==> config.mk <==
export PLATFORM = sky130hd
export DESIGN_NAME = escaped_packet_deframer_unit_flat
export DESIGN_NICKNAME = d
export VERILOG_FILES = /design/src/hdl/epd_pkg.sv /design/src/hdl/epd_if.sv /design/src/hdl/epd_datapath.sv /design/src/hdl/epd_ctrl.sv /design/src/hdl/escaped_packet_deframer_unit.sv /design/src/flat_wrapper.sv
export SDC_FILE = /design/constraint.sdc
export NUM_CORES = 1
export LEC_CHECK = 0
export BUFFER_PORTS_ARGS = -buffer_cell sky130_fd_sc_hd__buf_2
export CAP_MARGIN = 20
export CORE_ASPECT_RATIO = 0.5
export CORE_UTILIZATION = 47
export DETAILED_ROUTE_END_ITERATION = 12
export PLACE_DENSITY = 0.64
export SLEW_MARGIN = 10
export SYNTH_ARGS = -nofsm -noshare
export SYNTH_HDL_FRONTEND = slang
export SYNTH_SLANG_ARGS = --single-unit
==> constraint.sdc <==
create_clock -name clock -period 5.7 [get_ports clock]
set_input_delay 1.14 -clock clock [delete_from_list [all_inputs] [get_ports clock]]
set_output_delay 1.14 -clock clock [all_outputs]
set_load 0.05 [all_outputs]
==> src/hdl/epd_pkg.sv <==
// Package for the escaped packet deframer: byte codes, state type and
// the command/status bundles between controller and datapath.
// No dependencies.
package epd_pkg;

   // Default depth of the frame content store
   localparam int CONTENT_DEPTH_DEFAULT = 64;

   // Escape byte and the codes that may follow it
   localparam logic [7:0] ESC_BYTE     = 8'h5c;
   localparam logic [7:0] CODE_START   = 8'h01;
   localparam logic [7:0] CODE_END     = 8'h02;
   localparam logic [7:0] CODE_LITERAL = 8'h03;

   // Stored bytes around the payload: id, size, checksum
   localparam logic [1:0] FRAME_OVERHEAD = 2'd3;

   // Controller states
   typedef enum logic [1:0] {
      ST_IDLE,
      ST_READ,
      ST_SHOW
   } epd_state_type;

   // Commands from the controller to the datapath
   typedef struct packed {
      logic store_en;       // store a byte in the content store
      logic store_literal;  // stored byte is the escape byte itself
      logic clear_count;    // drop frame content
      logic start_emit;     // begin output of the accepted frame
      logic read_en;        // read the payload byte at the current index
      logic next_index;     // step to the next payload byte
   } epd_cmd_type;

   // Status from the datapath to the controller
   typedef struct packed {
      logic is_esc;
      logic is_start;
      logic is_end;
      logic is_literal;
      logic frame_ok;       // stored frame passes length and checksum test
      logic size_zero;      // stored payload size is zero
      logic last_item;      // current output item is the final one
   } epd_stat_type;

endpackage

==> src/hdl/epd_if.sv <==
// Handshake channel interfaces for the deframer: byte input and result output.
// Uses nothing from the package.
interface epd_req_if;
   logic       valid;
   logic       ready;
   logic [7:0] rx_byte;

   modport source (output valid, output rx_byte, input ready);
   modport sink   (input valid, input rx_byte, output ready);
endinterface

interface epd_rsp_if;
   logic       valid;
   logic       ready;
   logic [7:0] packet_id;
   logic [5:0] packet_size;
   logic [5:0] byte_index;
   logic [7:0] payload_byte;
   logic       has_byte;
   logic       last;

   modport source (output valid, output packet_id, output packet_size,
                   output byte_index, output payload_byte, output has_byte,
                   output last, input ready);
   modport sink   (input valid, input packet_id, input packet_size,
                   input byte_index, input payload_byte, input has_byte,
                   input last, output ready);
endinterface

==> src/hdl/epd_datapath.sv <==
// Datapath of the deframer: content store, count, running checksum,
// frame header registers and the output index. Depends on epd_pkg.
module epd_datapath
   import epd_pkg::*;
#(
   parameter int CONTENT_DEPTH = CONTENT_DEPTH_DEFAULT
) (
   input  logic         clock,
   input  logic         reset,
   input  logic [7:0]   rx_byte,
   input  epd_cmd_type  cmd,
   output epd_stat_type stat,
   output logic [7:0]   packet_id,
   output logic [5:0]   packet_size,
   output logic [5:0]   byte_index,
   output logic [7:0]   payload_byte,
   output logic         has_byte,
   output logic         last
);

   localparam int AW    = $clog2(CONTENT_DEPTH);
   localparam int CW    = $clog2(CONTENT_DEPTH + 1);
   localparam int CMP_W = (CW > 9) ? CW : 9;
   localparam int SUM_W = (AW > 9) ? AW : 9;

   logic [7:0]    content_mem [CONTENT_DEPTH];
   logic [CW-1:0] count_ff, count_in;
   logic [7:0]    xor_ff, xor_in;
   logic [7:0]    id_ff;
   logic [7:0]    size_ff;
   logic [7:0]    idx_ff;
   logic          empty_ff;
   logic [7:0]    rd_data_ff;

   logic          full;
   logic          wr_en;
   logic [7:0]    wr_data;
   logic [SUM_W-1:0] rd_sum;
   logic [AW-1:0] rd_addr;
   logic [8:0]    idx_next;

   // Byte to store and whether there is room for it
   assign full    = (count_ff == CW'(CONTENT_DEPTH));
   assign wr_en   = cmd.store_en && !full;
   assign wr_data = cmd.store_literal ? ESC_BYTE : rx_byte;

   // Count and running XOR of everything stored after id and size;
   // a good frame leaves this XOR at zero (payload XOR equals checksum)
   always_comb begin
      count_in = count_ff;
      xor_in   = xor_ff;
      if (cmd.clear_count) begin
         count_in = '0;
         xor_in   = '0;
      end else if (wr_en) begin
         count_in = count_ff + CW'(1);
         if (count_ff >= CW'(2)) begin
            xor_in = xor_ff ^ wr_data;
         end
      end
   end

   always_ff @(posedge clock) begin
      if (reset) begin
         count_ff <= '0;
         xor_ff   <= '0;
      end else begin
         count_ff <= count_in;
         xor_ff   <= xor_in;
      end
   end

   // Content store and header copies
   always_ff @(posedge clock) begin
      if (wr_en) begin
         content_mem[count_ff[AW-1:0]] <= wr_data;
         if (count_ff == CW'(0)) begin
            id_ff <= wr_data;
         end
         if (count_ff == CW'(1)) begin
            size_ff <= wr_data;
         end
      end
   end

   // Payload read port: byte index plus two header bytes
   assign rd_sum  = SUM_W'(idx_ff) + SUM_W'(2);
   assign rd_addr = rd_sum[AW-1:0];

   always_ff @(posedge clock) begin
      if (cmd.read_en) begin
         rd_data_ff <= content_mem[rd_addr];
      end
   end

   // Output index
   always_ff @(posedge clock) begin
      if (cmd.start_emit) begin
         idx_ff   <= '0;
         empty_ff <= (size_ff == 8'h00);
      end else if (cmd.next_index) begin
         idx_ff <= idx_ff + 8'd1;
      end
   end

   assign idx_next = {1'b0, idx_ff} + 9'd1;

   // Status
   always_comb begin
      stat.is_esc     = (rx_byte == ESC_BYTE);
      stat.is_start   = (rx_byte == CODE_START);
      stat.is_end     = (rx_byte == CODE_END);
      stat.is_literal = (rx_byte == CODE_LITERAL);
      stat.frame_ok   = (CMP_W'(count_ff) >= CMP_W'(FRAME_OVERHEAD))
                     && (CMP_W'(count_ff) == CMP_W'(size_ff) + CMP_W'(FRAME_OVERHEAD))
                     && (xor_ff == 8'h00);
      stat.size_zero  = (size_ff == 8'h00);
      stat.last_item  = empty_ff || (idx_next == {1'b0, size_ff});
   end

   // Result fields
   assign packet_id    = id_ff;
   assign packet_size  = size_ff[5:0];
   assign byte_index   = idx_ff[5:0];
   assign payload_byte = empty_ff ? 8'h00 : rd_data_ff;
   assign has_byte     = !empty_ff;
   assign last         = stat.last_item;

endmodule

==> src/hdl/epd_ctrl.sv <==
// Controller of the deframer: escape and frame tracking, and the
// result output sequence. Depends on epd_pkg.
module epd_ctrl
   import epd_pkg::*;
(
   input  logic         clock,
   input  logic         reset,
   input  logic         req_valid,
   output logic         req_ready,
   output logic         rsp_valid,
   input  logic         rsp_ready,
   input  epd_stat_type stat,
   output epd_cmd_type  cmd
);

   epd_state_type state_ff, state_in;
   logic          esc_ff, esc_in;
   logic          in_frame_ff, in_frame_in;

   // Next state
   always_comb begin
      state_in    = state_ff;
      esc_in      = esc_ff;
      in_frame_in = in_frame_ff;
      case (state_ff)
         ST_IDLE: begin
            if (req_valid) begin
               if (stat.is_esc) begin
                  esc_in = 1'b1;
               end else if (esc_ff) begin
                  esc_in = 1'b0;
                  if (stat.is_start) begin
                     in_frame_in = 1'b1;
                  end else if (stat.is_end) begin
                     in_frame_in = 1'b0;
                     if (stat.frame_ok) begin
                        state_in = stat.size_zero ? ST_SHOW : ST_READ;
                     end
                  end
               end
            end
         end
         ST_READ: begin
            state_in = ST_SHOW;
         end
         ST_SHOW: begin
            if (rsp_ready) begin
               state_in = stat.last_item ? ST_IDLE : ST_READ;
            end
         end
         default: begin
            state_in = ST_IDLE;
         end
      endcase
   end

   // Outputs and datapath commands
   always_comb begin
      cmd       = '0;
      req_ready = (state_ff == ST_IDLE);
      rsp_valid = (state_ff == ST_SHOW);
      case (state_ff)
         ST_IDLE: begin
            if (req_valid && !stat.is_esc) begin
               if (esc_ff) begin
                  if (stat.is_start) begin
                     cmd.clear_count = 1'b1;
                  end else if (stat.is_end) begin
                     cmd.clear_count = 1'b1;
                     cmd.start_emit  = stat.frame_ok;
                  end else if (stat.is_literal) begin
                     cmd.store_en      = in_frame_ff;
                     cmd.store_literal = 1'b1;
                  end
               end else begin
                  cmd.store_en = in_frame_ff;
               end
            end
         end
         ST_READ: begin
            cmd.read_en = 1'b1;
         end
         ST_SHOW: begin
            cmd.next_index = rsp_ready && !stat.last_item;
         end
         default: begin
            cmd = '0;
         end
      endcase
   end

   always_ff @(posedge clock) begin
      if (reset) begin
         state_ff    <= ST_IDLE;
         esc_ff      <= 1'b0;
         in_frame_ff <= 1'b0;
      end else begin
         state_ff    <= state_in;
         esc_ff      <= esc_in;
         in_frame_ff <= in_frame_in;
      end
   end

endmodule

==> src/hdl/escaped_packet_deframer_unit.sv <==
// Top level of the escaped packet deframer: controller plus datapath.
// Depends on epd_pkg, epd_req_if, epd_rsp_if, epd_ctrl and epd_datapath.
//
//   channel   role    payload                                        handshake
//   req_chan  input   rx_byte                                        valid/ready
//   rsp_chan  output  packet_id packet_size byte_index payload_byte  valid/ready
//                     has_byte last
//
// Every received byte is taken while no frame is being output.
// An accepted frame with N payload bytes gives N items, each a store read
// and then the item on the output, or one item for an empty payload;
// input is held off until the last item is taken.
// Synchronous reset clears escape, frame and count state; no clearing pass.
// A stall on the result side holds the current item and the input.
module escaped_packet_deframer_unit
   import epd_pkg::*;
#(
   parameter int CONTENT_DEPTH = CONTENT_DEPTH_DEFAULT
) (
   input logic       clock,
   input logic       reset,
   epd_req_if.sink   req_chan,
   epd_rsp_if.source rsp_chan
);

   epd_cmd_type  cmd;
   epd_stat_type stat;

   epd_ctrl u_ctrl (
      .clock     (clock),
      .reset     (reset),
      .req_valid (req_chan.valid),
      .req_ready (req_chan.ready),
      .rsp_valid (rsp_chan.valid),
      .rsp_ready (rsp_chan.ready),
      .stat      (stat),
      .cmd       (cmd)
   );

   epd_datapath #(
      .CONTENT_DEPTH (CONTENT_DEPTH)
   ) u_datapath (
      .clock        (clock),
      .reset        (reset),
      .rx_byte      (req_chan.rx_byte),
      .cmd          (cmd),
      .stat         (stat),
      .packet_id    (rsp_chan.packet_id),
      .packet_size  (rsp_chan.packet_size),
      .byte_index   (rsp_chan.byte_index),
      .payload_byte (rsp_chan.payload_byte),
      .has_byte     (rsp_chan.has_byte),
      .last         (rsp_chan.last)
   );

   // Input is never taken while a result is offered
   a_no_overlap: assert property (@(posedge clock) disable iff (reset)
      !(req_chan.ready && rsp_chan.valid))
      else $error("input ready while a result is offered");

   // After the final item of a frame the block returns to taking input
   a_last_release: assert property (@(posedge clock) disable iff (reset)
      rsp_chan.valid && rsp_chan.ready && rsp_chan.last |=> req_chan.ready)
      else $error("input not released after final item");

   // An item without a byte is the single, final item of an empty frame
   a_empty_item: assert property (@(posedge clock) disable iff (reset)
      rsp_chan.valid && !rsp_chan.has_byte |->
         rsp_chan.last && (rsp_chan.payload_byte == 8'h00))
      else $error("empty item not final or carries a byte");

   // A taken item that is not final is followed by a store read cycle
   a_read_gap: assert property (@(posedge clock) disable iff (reset)
      rsp_chan.valid && rsp_chan.ready && !rsp_chan.last |=> !rsp_chan.valid)
      else $error("next item shown without a store read");

endmodule

==> src/flat_wrapper.sv <==
// flat-port wrapper written by rule: the top's interface ports become plain ports
module escaped_packet_deframer_unit_flat import epd_pkg::*;
#(
   parameter int CONTENT_DEPTH = CONTENT_DEPTH_DEFAULT
)
  (clock, reset, req_chan_valid, req_chan_rx_byte, req_chan_ready, rsp_chan_valid, rsp_chan_packet_id, rsp_chan_packet_size, rsp_chan_byte_index, rsp_chan_payload_byte, rsp_chan_has_byte, rsp_chan_last, rsp_chan_ready);
  epd_req_if req_chan_i ();
  epd_rsp_if rsp_chan_i ();
  input logic clock;
  input logic reset;
  input wire logic [$bits(req_chan_i.valid)-1:0] req_chan_valid;
  input wire logic [$bits(req_chan_i.rx_byte)-1:0] req_chan_rx_byte;
  output wire logic [$bits(req_chan_i.ready)-1:0] req_chan_ready;
  output wire logic [$bits(rsp_chan_i.valid)-1:0] rsp_chan_valid;
  output wire logic [$bits(rsp_chan_i.packet_id)-1:0] rsp_chan_packet_id;
  output wire logic [$bits(rsp_chan_i.packet_size)-1:0] rsp_chan_packet_size;
  output wire logic [$bits(rsp_chan_i.byte_index)-1:0] rsp_chan_byte_index;
  output wire logic [$bits(rsp_chan_i.payload_byte)-1:0] rsp_chan_payload_byte;
  output wire logic [$bits(rsp_chan_i.has_byte)-1:0] rsp_chan_has_byte;
  output wire logic [$bits(rsp_chan_i.last)-1:0] rsp_chan_last;
  input wire logic [$bits(rsp_chan_i.ready)-1:0] rsp_chan_ready;
  assign req_chan_i.valid = req_chan_valid;
  assign req_chan_i.rx_byte = req_chan_rx_byte;
  assign req_chan_ready = req_chan_i.ready;
  assign rsp_chan_valid = rsp_chan_i.valid;
  assign rsp_chan_packet_id = rsp_chan_i.packet_id;
  assign rsp_chan_packet_size = rsp_chan_i.packet_size;
  assign rsp_chan_byte_index = rsp_chan_i.byte_index;
  assign rsp_chan_payload_byte = rsp_chan_i.payload_byte;
  assign rsp_chan_has_byte = rsp_chan_i.has_byte;
  assign rsp_chan_last = rsp_chan_i.last;
  assign rsp_chan_i.ready = rsp_chan_ready;
  escaped_packet_deframer_unit #(.CONTENT_DEPTH(CONTENT_DEPTH)) u_core (.clock(clock), .reset(reset), .req_chan(req_chan_i), .rsp_chan(rsp_chan_i));
endmodule
Yosys cells after proc, flatten, opt, wreduce, memory -nomap -nowiden
Memories as Yosys holds them, arrays and structs flattened. A register that Yosys moved wholly into a read port is not among the register bits.
Index checks and enable logic that the tools add are counted.
{ "totals": {"reg_bits": 44, "ramBits": 512, "in_bits": 12, "output_inout_bits": 32, "elab_cells": 87, "mem_count": 1} }
{ "op_classes": {"n_addsub": 5, "order_cmp": 2, "eq_ne": 17, "mux": 29, "n_bitwise": 2, "reduce_logical": 22} }
{ "mem_list": {"columns": ["memory", "depth", "width", "rd", "rd_ports_with_merged_regs", "write_ports", "line", "text"], "rows": [
  ["u_core.u_datapath.content_mem", 64, 8, 1, 1, 1, "epd_datapath.sv:26", "logic [7:0] content_mem [CONTENT_DEPTH];"]
]} }
{ "op_table": {"columns": ["operator", "n"], "rows": [
  ["$mux W2", 12],
  ["$eq A8 B2 Y1 const B", 2],
  ["$logic_not A8 Y1", 2],
  ["$mux W8", 2],
  ["$ge A7 B2 Y1 const B", 2],
  ["$mux W1", 11],
  ["$add A8 B1 Y9 const B", 1],
  ["$add A8 B2 Y9 const B", 1],
  ["$eq A7 B9 Y1", 1],
  ["$eq A9 B8 Y1", 1],
  ["$add A8 B1 Y8 const B", 1],
  ["$eq A8 B1 Y1 const B", 1],
  ["$eq A8 B7 Y1 const B", 1],
  ["$mux W4", 2],
  ["$ne A2 B1 Y1 const B", 4],
  ["$reduce_and A2 Y1", 4],
  ["$xor A8 B8 Y8", 1],
  ["$add A7 B1 Y7 const B", 1],
  ["$eq A7 B1 Y1 const B", 1],
  ["$eq A7 B7 Y1 const B", 1],
  ["$logic_not A7 Y1", 1],
  ["$reduce_and A7 Y1", 1],
  ["$add A6 B2 Y6 const B", 1],
  ["$ne A2 B2 Y1 const B", 3],
  ["other kinds (12)", 19]
]} }

Depth between registers and ports, before layout
Gate-level depths: netlist (run 1).
{ "logic_depth": {"depth_word": 12, "mapped_depth": 10, "ltp_nobuf": 8} }

Modules after synthesis
Synthesis (run 1) repeated with hierarchy kept, for this count alone.
{ "hier_totals": {"hier_cells": 1237, "hier_area_um2": 22879.4} }
{ "by_module_without_submodules": {"columns": ["mod", "n_inst", "cells_per_inst", "area_each_um2", "seq_area_each_um2"], "rows": [
  ["epd_datapath", 1, 1202, 22589.2, 16585.9],
  ["epd_ctrl", 1, 35, 290.3, 80.1]
]} }

Worst setup path before layout (run 1)
Ideal clock, no wire load.
{ "synth_timing": {"path_type": "input to register", "from": "in req_chan_rx_byte[0]", "to": "mem u_core.u_datapath.content_mem[0][2] (data pin)", "setup_ns": 0.746, "t_arrival_ns": 4.647, "required_ns": 4.954, "slack_ns": 0.307, "stages": 4, "path_buffers": 1, "cell_sequence": "clkbuf_1 -> nand4b_1 -> o211ai_2 -> o31ai_1"} }
{ "synth_via": {"elab_chain_cells": 8, "word_cells_on_any_way": 13} }
{ "synth_lines": {"columns": ["element", "line", "text"], "rows": [
  ["start, declared", "flat_wrapper.sv:12", "input wire logic [$bits(req_chan_i.rx_byte)-1:0] req_chan_rx_byte;"],
  ["$eq A8 B2 Y1", "epd_datapath.sv:113", "stat.is_literal = (rx_byte == CODE_LITERAL);"],
  ["$mux W2", "epd_ctrl.sv:71", "end else if (stat.is_literal) begin"],
  ["$mux W2", "epd_ctrl.sv:68", "end else if (stat.is_end) begin"],
  ["$mux W2", "epd_ctrl.sv:66", "if (stat.is_start) begin"],
  ["$mux W3", "epd_ctrl.sv:65", "if (esc_ff) begin"],
  ["$mux W4 (*)", "epd_ctrl.sv:64", "if (req_valid && !stat.is_esc) begin"],
  ["$mux W4 (*)", "epd_ctrl.sv:62", "case (state_ff)"],
  ["$mux W8 (*)", "epd_datapath.sv:45", "assign wr_data = cmd.store_literal ? ESC_BYTE : rx_byte;"],
  ["net u_core.u_datapath.wr_data[2]", "epd_datapath.sv:37", "logic [7:0] wr_data;"],
  ["end, declared", "epd_datapath.sv:26", null]
]} }
The timed path passes the listed nets; every way through them passes the cells marked *.

Final worst setup path (run 1)
{ "layout_timing": {"from": "reg u_core.u_datapath.idx_ff[0]", "to": "out rsp_chan_last"} }
{ "layout_via": {"elab_chain_cells": 3} }
{ "layout_lines": {"columns": ["element", "line", "text"], "rows": [
  ["start, declared", "epd_datapath.sv:31", "logic [7:0] idx_ff;"],
  ["start signal, assigned", "epd_datapath.sv:102", "idx_ff <= idx_ff + 8'd1;"],
  ["$add A8 B1 Y9", "epd_datapath.sv:106", "assign idx_next = {1'b0, idx_ff} + 9'd1;"],
  ["$eq A9 B8 Y1", "epd_datapath.sv:118", "stat.last_item = empty_ff || (idx_next == {1'b0, size_ff});"],
  ["$logic_or A1 B1 Y1", "epd_datapath.sv:118", null],
  ["end, declared", "flat_wrapper.sv:20", "output wire logic [$bits(rsp_chan_i.last)-1:0] rsp_chan_last;"]
]} }
No other way between the ends.

==> metrics list, run 1 <==
* Combinational group share of total power: 0.042
- Post-detailed-route via-to-cell ratio: 6.04
- Gate count of the mapped netlist: between 1,000 and 1,500
- Number of global-route vias before repair: 11,100
* Routed len/inst: ~28 µm
- The initial antenna violation count is 2.
* Worst setup path startpoint: u_core.u_datapath.idx_ff[0]
* Syn Nets: roughly 1,100
- Critical R2R Launch: u_core.u_datapath.count_ff[5]
- Vert. Die Dim: approximately 160 µm
- Crit path launch type: flip-flop
* Share of the synthesized area in the top cell type: 0.713
- Final Cycle Share: 0.789
- Gates resized during post-CTS repair numbered 0.
- The die is roughly 310 µm wide.
- In this run the most critical hold path is launched from u_core.u_datapath.idx_ff[6].
* Number of levels the H-tree was split into: 2
* Crit end category: primary output
- TritonCTS built the clock tree.
- Subtracting the final worst setup slack from the clock period gives roughly 4500 ps.
* Share of async-settable or async-resettable flops after synthesis: 0
- The path class of the tightest hold or removal check is flip-flop to flip-flop.
- In this run the worst path has a maximum fanout of 32.
- First-pass GRT wire length: 76,200 µm
- Clock latency reported for the late side of the worst-skew pair: just under 600 ps
* Layout area overhead: 11.2%
- Internal power: between 6 and 7 mW
- Of the total power, the clock network draws 0.408.
- Longest Clk Path Bufs: 3
* Layout Skew: between 20 and 30 ps
- Power share of the sequential group: 0.550
- Across every metal layer, demand over resource in global routing totals 0.215.
- Least-Margin Pin Slew: ~1100 ps
* Pin count of the biggest net entering global routing: between 60 and 70
* Required time of the worst setup path: 4560 ps
- Yosys Warn Count: 0
* Post-route worst setup slack: between 1000 and 1500 ps
* Cell leakage power: 7.66 nW
* Num CTS Buffers: between 40 and 50
* Count of cell types in the netlist: 50
- Placement Setup Slack: slightly below 1000 ps
* Normalized max-slew margin: 0.254
- The initial utilization of the core area, before any placement, comes to 0.480.
- The synthesized design contains roughly 540 enable-type register cells.
* Pins Over Slew Limit: 0
- The clock drives 564 sinks.
- Yosys attributes the largest share of cell area to sky130_fd_sc_hd__edfxtp_1, sky130_fd_sc_hd__mux4_2, sky130_fd_sc_hd__dfxtp_1, sky130_fd_sc_hd__nor2_1, sky130_fd_sc_hd__xor2_1.
* Setup-violating endpoint count in the final report: 0
- Fraction of layout cells with a size suffix above 1: 0.271
* Final weighted congestion in routability-driven placement: ~0.86
- The region available for standard cell placement spans around 47,000 µm².
- I/O pin cnt: 44
* Remaining Overflow, GRT: 0
* Total number of nets in the final design: approximately 1,200
* Max-cap violations: 0
- After detailed routing, the total wire length is between 50,000 and 60,000 µm.
* Achievable frequency: between 200 and 250 MHz
- Area enclosed by the die boundary: slightly below 50,000 µm²
- Detailed placement finished with a half-perimeter wire length of approximately 32,000 µm.
- Switching power: between 1.5 and 2 mW
* CTS Root Buffer Type: sky130_fd_sc_hd__clkbuf_16
- The average instance in the mapped netlist occupies between 20 and 25 µm².
- DRT Pass-1 Iters: 5
- Antenna fix cells: 0
- The final hold violation count was 0.
* CTS clock-pin slew for the worst setup and hold paths: 70 ps
- Dividing total power by cell area gives a power density of around 330 nW/µm².
- Critical Path AT: 3360 ps
- Maximum ir drop on the vdd rail: between 200 and 250 µV
- Sequential-to-total area share from yosys stat: 0.737
- Among all flip-flop cells after synthesis, the most frequent one is sky130_fd_sc_hd__edfxtp_1.
- The number of hold buffers added after CTS was 0.
- #FFs+latches synth: around 560
* Post-synthesis cell area: 22,600 µm²
- Input and output buffers added on the ports amount to 43.
- Most area-hungry cell type in the Yosys netlist: sky130_fd_sc_hd__edfxtp_1
- The detailed router finished its first iteration with 1,270 violations.
- Number of rows in the core area: 56
- Post-CTS Setup Repair Bufs: 0
- Summed over all failing endpoints, the final setup total negative slack is 0 ps.
* RSZ-0062 raised after global routing: false
- The run finished with clean final reports.
- Switch share: 0.204
* Number of design rule violations left after detail routing: 0
* Post-route antenna net violation count: 0
- Routed vias: about 11,000
* Critical path type: flip-flop to primary output
## worst paths after layout
| kind | end | slack (ps) | depth (start not counted) |
|---|---|---|---|
| setup reg to reg | u_core.u_datapath.content_mem[50][7] | 1610 | 7 |
| hold reg to reg | u_core.u_datapath.idx_ff[6] | 530 | 2 |
| hold / removal | u_core.u_datapath.idx_ff[6] | 530 | 2 |
| setup / recovery | rsp_chan_last | 1200 | 7 |
## cell families after synthesis
group,Yosys count,share of synthesized area
DFF,564,0.737
and+or+nand+nor,207,0.0449
muxes,171,0.169
buffers and inverters,84,0.0182
AOI/OAI and AO/OA,41,0.0122
xor gates and xnor gates,36,0.0149
adders and majority gates,8,0.00443
## cell type report
class                   instances  area [µm²]
clock inverters                28         278
repair buffers                 63         415
well taps                     638         798
flip-flops and latches        564       16700
multi-input cells             463        5620
clock buffers                  61        1330
inverters                      11        41.3
fillers                      3591       22000
## sequential cells by signal, summed over array words and instances, names as in the netlist
name and flops:
u_core.u_ctrl.esc_ff 1, u_core.u_datapath.xor_ff 8, u_core.u_ctrl.in_frame_ff 1, u_core.u_datapath.content_mem 512, u_core.u_datapath.rd_data_ff 8, u_core.u_datapath.idx_ff 8, u_core.u_datapath.packet_id 8, u_core.u_datapath.count_ff 7
u_core.u_datapath.size_ff 8, u_core.u_datapath.empty_ff 1, u_core.u_ctrl.state_ff 2
## Yosys cell counts (3+ instances only)
cell type / count
sky130_fd_sc_hd__a21oi_1: 10
sky130_fd_sc_hd__nand2b_1: 3
sky130_fd_sc_hd__buf_2: 11
sky130_fd_sc_hd__or4b_1: 3
sky130_fd_sc_hd__o31ai_1: 11
sky130_fd_sc_hd__dfxtp_1: 27
sky130_fd_sc_hd__inv_1: 11
sky130_fd_sc_hd__buf_4: 20
sky130_fd_sc_hd__and2_1: 6
sky130_fd_sc_hd__nand4_1: 9
sky130_fd_sc_hd__and3_1: 5
sky130_fd_sc_hd__nor4_1: 6
sky130_fd_sc_hd__clkbuf_1: 39
sky130_fd_sc_hd__nand3_1: 21
sky130_fd_sc_hd__xnor2_1: 11
sky130_fd_sc_hd__nand3b_1: 6
sky130_fd_sc_hd__edfxtp_1: 537
sky130_fd_sc_hd__or3_1: 6
sky130_fd_sc_hd__nand2_1: 16
sky130_fd_sc_hd__o21ai_0: 7
sky130_fd_sc_hd__ha_1: 8
sky130_fd_sc_hd__xor2_1: 23
sky130_fd_sc_hd__mux4_2: 168
sky130_fd_sc_hd__nor2_1: 99
sky130_fd_sc_hd__nor2b_1: 12
sky130_fd_sc_hd__mux2i_1: 3
sky130_fd_sc_hd__or4_1: 3
## power groups by stage
stage	clock, mW	combinational [mW]	sequential, mW
2_1_floorplan	0	0.248	4.63
3_3_place_gp	0	0.350	4.63
3_5_place_dp	0	0.353	4.63
4_1_cts	3.40	0.353	4.54
5_1_grt	3.55	0.368	4.54
6_report	3.37	0.347	4.54
## per-stage QoR
stage / total power, mW / utilization / cells / hold WS (ps) / area [µm²]
finish: 8.26 / 0.534 / 1828 / 528 / 25200
global route: 8.46 / 0.534 / 1828 / 551 / 25200
CTS: 8.30 / 0.534 / 1828 / 527 / 25200
detailed placement: 4.99 / 0.499 / 1739 / 516 / 23600
global placement: 4.98 / 0.499 / 1739 / 498 / 23600
floorplan: 4.87 / - / 1111 / 477 / 22600
## worst max-delay path: stages (launching register included)
cell and delay (ps):
sky130_fd_sc_hd__dfxtp_4 740, sky130_fd_sc_hd__ha_1 350, sky130_fd_sc_hd__nand3_1 180, sky130_fd_sc_hd__or3_1 420, sky130_fd_sc_hd__a221oi_1 360, sky130_fd_sc_hd__and3_1 330
sky130_fd_sc_hd__or2_1 130, sky130_fd_sc_hd__buf_2 260
## routing by layer
metal / GRT usage / up-vias / part of all wire
li1: - / 4617 / -
met1: 0.321 / 5894 / 0.44
met2: 0.332 / 464 / 0.47
met3: 0.0430 / 59 / 0.075
met4: 0.0401 / 2 / 0.013
met5: 0 / - / 0.00037
## layout by cell type, fill, tap and decap left out, drive strengths merged, types with 5 or more instances in the layout
cell and count:
and3 5, a21oi 10, ha 8, inv 12, edfxtp 537, nand2 16
clkinv 20, nor4 6, xor2 24, nand4 9, xnor2 11, o31ai 11
and2 7, clkbuf 61, o21ai 7, nand3 21, dfxtp 27, buf 63
nand3b 6, nor2 99, or3 6, mux4 168, nor2b 12, bufinv 5
(Power assumes the default switching activity.)
==> inputs of run 2 (changes only) <==
==> constraint.sdc (replaced) <==
create_clock -name clock -period 4.25 [get_ports clock]
set_input_delay 0.85 -clock clock [delete_from_list [all_inputs] [get_ports clock]]
set_output_delay 0.85 -clock clock [all_outputs]
set_load 0.05 [all_outputs]
==> metrics list, run 2 (synthesis gave the netlist of run 1 again) <==
- Outcome: finished, final reports clean
- Gates resized during post-CTS repair numbered 0.
* Combined flip-flop and latch cell area: roughly 17,000 µm²
- Antenna fix cells: 0
- Total number of nets in the final design: 1,191
- Setup slack, reg-to-reg: between 900 and 1000 ps
* Number of design rule violations left after detail routing: 0
* Global-route total usage across every layer: 0.207
- Number of levels the H-tree was split into: 2
- Post-route worst setup slack: 332 ps
- Setup TNS: 0 ps
- HPWL after detailed placement: about 30,000 µm
- Final weighted congestion in routability-driven placement: about 0.83
- In the routed layout, each cell is associated on average with a via count of 5.93.
- STA classifies the critical path startpoint as a flip-flop.
- Longest Clk Path Bufs: 3
* Final std cells w/o fill: approximately 1,800
- The worst setup path is of the flip-flop to primary output kind.
* Termination of the worst setup path: rsp_chan_last
* Number of port buffers: 43
- Counting the fill cells in the layout gives around 3,500.
- Area enclosed by the die boundary: just under 50,000 µm²
* Placed cells: 1,758
- Width of the die: about 310 µm
- Number of buffers inserted for hold repair after clock tree synthesis: 0
- Summing over every cut layer, the via total after detailed routing is approximately 11,000.
* Required time of the worst setup path: ~3400 ps
- The via count of the first global-routing pass came to 11,000.
- Before antenna repair, the detailed router went through 5 iterations.
* Max-cap violations: 0
- The final hold violation count is 0.
- RSZ-0062 raised after global routing: false
- The endpoint identified for the worst register-to-register timing path is u_core.u_datapath.content_mem[0][7].
- In this run the critical register-to-register path is launched from u_core.u_datapath.count_ff[1].
* Cell leakage power: between 7 and 8 nW
* Pins Over Slew Limit: 0
* CTS tree: done
- Total placed instance area: 23,700 µm²
- Achievable frequency: between 200 and 300 MHz
* Starting DRC count in detailed routing: between 1,000 and 1,500
- Post-route antenna net violation count: 0
- Summing all multi-input logic gate instances after layout gives about 5600 µm².
- Commonest non-fill, non-tap cell in the layout: sky130_fd_sc_hd__edfxtp_1
- Routed len/inst: 26.8 µm
- Of the available clock period, the critical path in the final layout requires 0.922.
- Placement Setup Slack: a little under 600 ps
- Critical Path AT: between 3000 and 4000 ps
- Entering global routing, the biggest net connects 130 pins.
- In this run the vertical extent of the chip is around 160 µm.
- Total power for the finished layout comes to 11.0 mW.
* Post-CTS Setup Repair Bufs: 0
- The first global-routing pass estimated 73,600 µm of wire.
* Fraction of layout cells with a size suffix above 1: 0.274
* Number of cell instances on the worst register-to-register path: 8
* Area of the core: about 47,000 µm²
* Worst setup path startpoint: u_core.u_datapath.idx_ff[3]
- Crit end category: primary output
- CTS Root Buffer Type: sky130_fd_sc_hd__clkbuf_16
- Least-Margin Pin Slew: about 1100 ps
- The initial antenna violation count is 1.
- Hold Crit Class: flip-flop to flip-flop
- In the layout the commonest cells are sky130_fd_sc_hd__edfxtp_1, sky130_fd_sc_hd__mux4_2, sky130_fd_sc_hd__nor2_1, sky130_fd_sc_hd__clkbuf_16, sky130_fd_sc_hd__buf_2.
- CTS clock-pin slew for the worst setup and hold paths: 60 ps
- For this run, the slowest stage of the critical path takes around 630 ps.
- After global routing the overflow that remains totals 0.
* Critical Path Slowest Stage Cell: sky130_fd_sc_hd__dfxtp_1
* Worst-path fanout max: 13
* Num CTS Buffers: ~50
- Setup-violating endpoint count in the final report: 0
- The tree built by TritonCTS fans out to roughly 560 sinks.
- Initial Util: 0.480
* I/O pin cnt: 44
- The routed design has 49,400 µm of wire.
* Final Hold Slack: between 500 and 600 ps
- Flip-flop count of the largest register, all copies and words added: 512
* Final period demand of the worst path: a little under 4000 ps
* Number of rows in the core area: 56
- Critical-path cell list: nand3_1 > or3_1 > a221oi_1 > and3_1 > or2_1 > buf_2
* Layout Skew: 19.9 ps
- The worst-case IR drop observed on VDD is between 200 and 300 µV.
* Areal power density over the cells: between 400 and 500 nW/µm²
- Layout area overhead: 11.8%
- The worst pin sits at a relative slew slack of 0.273.
- At the end of the flow the core is filled with cells to 0.536.
* Final std cell area, no fill: ~25,000 µm²
- Clock latency reported for the late side of the worst-skew pair: ~570 ps
[run 2: cell count changes in the layout (fill, tap and decap cells not counted)]
cell / before / now
sky130_fd_sc_hd__buf_12: 4 / 5
sky130_fd_sc_hd__buf_4: 16 / 33
sky130_fd_sc_hd__buf_6: 0 / 1
sky130_fd_sc_hd__clkbuf_1: 7 / 9
sky130_fd_sc_hd__clkbuf_8: 4 / 2
sky130_fd_sc_hd__clkinv_1: 6 / 12
sky130_fd_sc_hd__clkinv_2: 11 / 7
sky130_fd_sc_hd__clkinv_4: 3 / 1
sky130_fd_sc_hd__clkinv_8: 0 / 1
sky130_fd_sc_hd__clkinvlp_4: 2 / 0
sky130_fd_sc_hd__inv_6: 1 / 0
[run 2: worst min path at each step]
stage	start	to	slack, ps	depth (start not counted)
5_1_grt	reset	u_core.u_ctrl.state_ff[1]	510	2
3_3_place_gp	u_core.u_datapath.xor_ff[2]	u_core.u_datapath.xor_ff[2]	490	2
6_report	u_core.u_datapath.xor_ff[2]	u_core.u_datapath.xor_ff[2]	520	2
2_1_floorplan	u_core.u_ctrl.esc_ff	u_core.u_ctrl.esc_ff	480	2
4_1_cts	reset	u_core.u_ctrl.state_ff[1]	510	2
3_5_place_dp	u_core.u_datapath.xor_ff[2]	u_core.u_datapath.xor_ff[2]	500	2
[run 2: area by class of cell]
| type | count | share of cell area |
|---|---|---|
| multi-input cells | 463 | 0.222 |
| clock buffers | 61 | 0.0519 |
| repair buffers | 82 | 0.0227 |
| inverters | 11 | 0.00163 |
| flip-flops and latches | 564 | 0.660 |
| well taps | 638 | 0.0316 |
| clock inverters | 26 | 0.0101 |
[run 2: per-layer routing]
| layer | vias up | routed length [µm] | GRT usage | share of wire |
|---|---|---|---|---|
| met5 | - | 18 | 0 | 0.00036 |
| li1 | 4671 | - | - | - |
| met3 | 79 | 3910 | 0.0511 | 0.079 |
| met1 | 5787 | 21800 | 0.299 | 0.44 |
| met4 | 2 | 924 | 0.0483 | 0.019 |
| met2 | 394 | 22800 | 0.318 | 0.46 |
[run 2: power breakdown]
part | total (mW) | switching (mW) | internal [mW]
Sequential | 6.08 | 0.00471 | 6.08
Clock | 4.43 | 1.94 | 2.49
Combinational | 0.475 | 0.266 | 0.209
Total | 11.0 | 2.21 | 8.77
[run 2: worst max-delay path: cells and delay by family, from the launching register on]
kind / cells / cell delay (ps)
DFF: 1 / 630
buffers and inverters: 1 / 250
and+or+nand+nor: 4 / 1280
AOI/OAI and AO/OA: 1 / 340
==> inputs of run 3 (changes only) <==
--- a/config.mk
+++ b/config.mk
@@ -5,6 +5,7 @@
 export SDC_FILE = /design/constraint.sdc
 export NUM_CORES = 1
 export LEC_CHECK = 0
+export ABC_AREA = 1
 export BUFFER_PORTS_ARGS = -buffer_cell sky130_fd_sc_hd__buf_2
 export CAP_MARGIN = 20
 export CORE_ASPECT_RATIO = 0.5
==> metrics list, run 3 <==
- Max-cap violations in this run came to 0.
* Areal power density over the cells: 428 nW/µm²
- Total number of nets in the final design: between 1,500 and 2,000
* Global-route total usage across every layer: 0.231
* Capture instance of the worst register-to-register path: u_core.u_datapath.content_mem[57][6]
- Pins Over Slew Limit: 0
* Endpoint with the worst hold slack: u_core.u_ctrl.state_ff[1]
* Number of buffers inserted for hold repair after clock tree synthesis: 0
- For this run, the top clock speed supported by timing is 279 MHz.
- STA classifies the critical path startpoint as a flip-flop.
- Final hold analysis gives a worst-case slack of roughly 430 ps.
- Remaining Overflow, GRT: 0
- Initial antenna violation count: 0
* Fraction of layout cells with a size suffix above 1: 0.102
- Using the TritonRoute via totals, the vias-per-cell ratio works out to about 5.8.
* Required time of the worst setup path: 3400 ps
* DRT Pass-1 Iters: 5
* Setup-violating endpoint count in the final report: 0
- Setup TNS: 0 ps
- Placement Setup Slack: about 460 ps
- The total area inside the core boundary comes to ~49,000 µm².
- Buffer and inverter count on the worst path: 2
* Gate count of the mapped netlist: 1,937
- In this run, the number of DRC markers left after iteration 0 of detailed routing was approximately 1,900.
* CTS tree: done
- Post-synthesis cell area: roughly 23,000 µm²
- The number of clock buffers added by TritonCTS is 49.
- Routed len/inst: 21.9 µm
- The largest single stage delay on the critical path is around 620 ps.
* Largest cells by area after synthesis: sky130_fd_sc_hd__edfxtp_1, sky130_fd_sc_hd__nor2_1, sky130_fd_sc_hd__o21ai_0, sky130_fd_sc_hd__o211ai_1, sky130_fd_sc_hd__dfxtp_1
* HPWL after detailed placement: ~33,000 µm
- The area growth from synthesis to layout is 10.9%.
- Post-Synth Simple-Gate Area: 0.112
* Layout Skew: 20.4 ps
- Hold violation total from the final report: 0
- Pin count of the biggest net entering global routing: 182
- The startpoint identified for the worst register-to-register timing path is u_core.u_datapath.count_ff[0].
* Critical Path Slowest Stage Cell: sky130_fd_sc_hd__buf_4
- The synthesized design contains 537 enable-type register cells.
* Outcome: finished, final reports clean
* Width of the die: 317 µm
- Most instantiated library cell after synthesis: sky130_fd_sc_hd__edfxtp_1
* Least-Margin Pin Slew: approximately 960 ps
- CTS sink cnt: 564
* Avg Cell Area, Syn: about 12 µm²
* Largest delay share family, worst path: buffers and inverters
- First-pass GRT wire length: around 89,000 µm
* Startpoint of the tightest hold check path: reset
- VDD sags by at most 288 µV.
* Routed vias: 15,400
- Share of synthesized area spent on multiplexers: 0
- Adder-cell share of the synthesized area: 0.00429
* Number of design rule violations left after detail routing: 0
- Initial Util: 0.479
- The tree is rooted in a sky130_fd_sc_hd__clkbuf_16.
- The library cell used most frequently in the layout, excluding fill and tap cells, is sky130_fd_sc_hd__edfxtp_1.
- Number of cell instances on the worst register-to-register path: 9
- Hold Crit Class: input pin to flip-flop
- Post-route worst setup slack: between 600 and 700 ps
- Measured against its own limit, the worst slew margin works out to 0.361.
- Worst-path fanout max: 76
- By area, the combinational part of the netlist is dominated by compound AO/OA/AOI/OAI gates.
- In this run the vertical extent of the chip is approximately 160 µm.
* Critical Path AT: 2730 ps
- RSZ-0062 raised after global routing: false
* Crit end category: primary output
- CP most frequent cell: sky130_fd_sc_hd__nand2_1
- Cell leakage power: around 8.7 nW
- After clock tree synthesis, the setup repair step added 0 buffers.
* Share of async-settable or async-resettable flops after synthesis: 0
* Antenna fix cells: 0
* Final std cell area, no fill: around 26,000 µm²
- Share of the synthesized area in the top cell type: 0.691
* Filler instances: 4,143
- The register with the most flip-flops in the layout has around 510 of them.
* Most frequent cells in the layout: sky130_fd_sc_hd__edfxtp_1, sky130_fd_sc_hd__nor2_1, sky130_fd_sc_hd__o21ai_0, sky130_fd_sc_hd__nand2_1, sky130_fd_sc_hd__o211ai_1
- Resized Gates After CTS: 0
* Clock latency reported for the late side of the worst-skew pair: about 590 ps
- Clock-pin slew was measured on the worst setup and hold paths at 70 ps.
- The critical path is of the flip-flop to primary output type.
- Number of rows in the core area: between 50 and 60
* Final weighted congestion in routability-driven placement: a little under 0.9
- The routed design has just under 60,000 µm of wire.
- sky130_fd_sc_hd__edfxtp_1 takes more of the synthesized area than any other cell.
* I/O pin cnt: 44
* Post-synthesis compound-gate area fraction: 0.128
- Syn Nets: 1,957
- Critical-path cell list: buf_4 > nand2_1 > nand2_1 > nand2_1 > nor2_1 > nand3_1 > nor2_1 > nand3_2 > nand2_1 > buf_2
- Dividing the final minimum period by the clock period gives 0.842.
- Number of levels the H-tree was split into: 2
- Counting instances, the worst hold path has a depth of 2.
- The via count of the first global-routing pass was 14,600.
* Number of port buffers: 43
- Among all flip-flop cells after synthesis, the most frequent one is sky130_fd_sc_hd__edfxtp_1.
* Total placed instance area: between 20,000 and 25,000 µm²
- The floorplan step defined a die boundary enclosing approximately 51,000 µm².
- Final core area utilization: 0.531
- Of the total synthesized cell area, the portion taken by XOR and XNOR cells is 0.00300.
* Most numerous cell types in the synthesized netlist: sky130_fd_sc_hd__edfxtp_1, sky130_fd_sc_hd__nor2_1, sky130_fd_sc_hd__o21ai_0
- Count of cell types in the netlist: 37
- Counting along the longest clock path gives a buffer depth of 3.
- After synthesis the netlist holds a flip-flop and latch count of about 560.
* Cell depth of the worst setup path: 10
- The Yosys step of the flow raised 0 warnings.
* Setup slack, reg-to-reg: 710 ps
- Final period demand of the worst path: 3580 ps
- Sequential-to-total area share from yosys stat: 0.714
- Post-route antenna net violation count: 0
-- run 3: area by class of cell --
cell class | count | area (µm²) | share of cell area
clock buffer | 63 | 1340 | 0.0518
clock inverter | 25 | 196 | 0.00759
inverter | 75 | 287 | 0.0111
multi-input combinational | 1165 | 5790 | 0.224
sequential | 564 | 16700 | 0.644
tap | 649 | 812 | 0.0314
timing repair buffer | 109 | 786 | 0.0304
-- run 3: how the worst max path moves through the flow --
| stage | slack [ps] | to | startpoint |
|---|---|---|---|
| final | 670 | rsp_chan_last | u_core.u_datapath.idx_ff[0] |
| after global routing | 460 | rsp_chan_last | u_core.u_datapath.idx_ff[0] |
| after CTS | 620 | rsp_chan_last | u_core.u_datapath.idx_ff[0] |
| after detailed placement | 460 | u_core.u_datapath.content_mem[6][0] | req_chan_rx_byte[5] |
| after global placement | 540 | u_core.u_datapath.content_mem[16][2] | req_chan_rx_byte[5] |
| after floorplan | 1480 | u_core.u_datapath.packet_id[0] | u_core.u_ctrl.state_ff[1] |
-- run 3: report_power, final --
group          internal, mW  switching, mW  leakage, nW
logic                 0.156          0.438         2.86
registers              6.08        0.00781         5.04
clock network          2.41           1.98        0.755
-- run 3: metal layers --
metal  vias to the layer above  share of wire  global-route usage
li1                       7105              -                   -
met1                      7579           0.46               0.352
met2                       614           0.44               0.339
met3                        83          0.078              0.0460
met4                         0          0.020              0.0594
met5                         -              0                   0
-- run 3: cell families (layout without fill, tap and decap cells) --
group	count (synthesis)	in the layout
AO/OA/AOI/OAI	513	513
XOR/XNOR	8	8
adder cells (fa/ha/maj)	8	8
buffers and inverters	208	272
flip-flops	564	564
AND/OR/NAND/NOR	636	636
-- run 3: through the flow --
step	std cells	total power, mW
after global placement	2562	6.80
after CTS	2650	11.1
final	2650	11.1
after detailed placement	2562	6.80
after floorplan	1937	6.58
after global routing	2650	11.4
-- run 3: worst reg2reg max path, cell delays in order, from the launching register on --
cell                      delay [ps]
sky130_fd_sc_hd__dfxtp_1         520
sky130_fd_sc_hd__inv_1           240
sky130_fd_sc_hd__ha_1            250
sky130_fd_sc_hd__inv_1            80
sky130_fd_sc_hd__nor3_1           60
sky130_fd_sc_hd__nor3_1          130
sky130_fd_sc_hd__nand2_1         370
sky130_fd_sc_hd__nor2_8          250
sky130_fd_sc_hd__nand2_1         490
sky130_fd_sc_hd__nor2_1          760
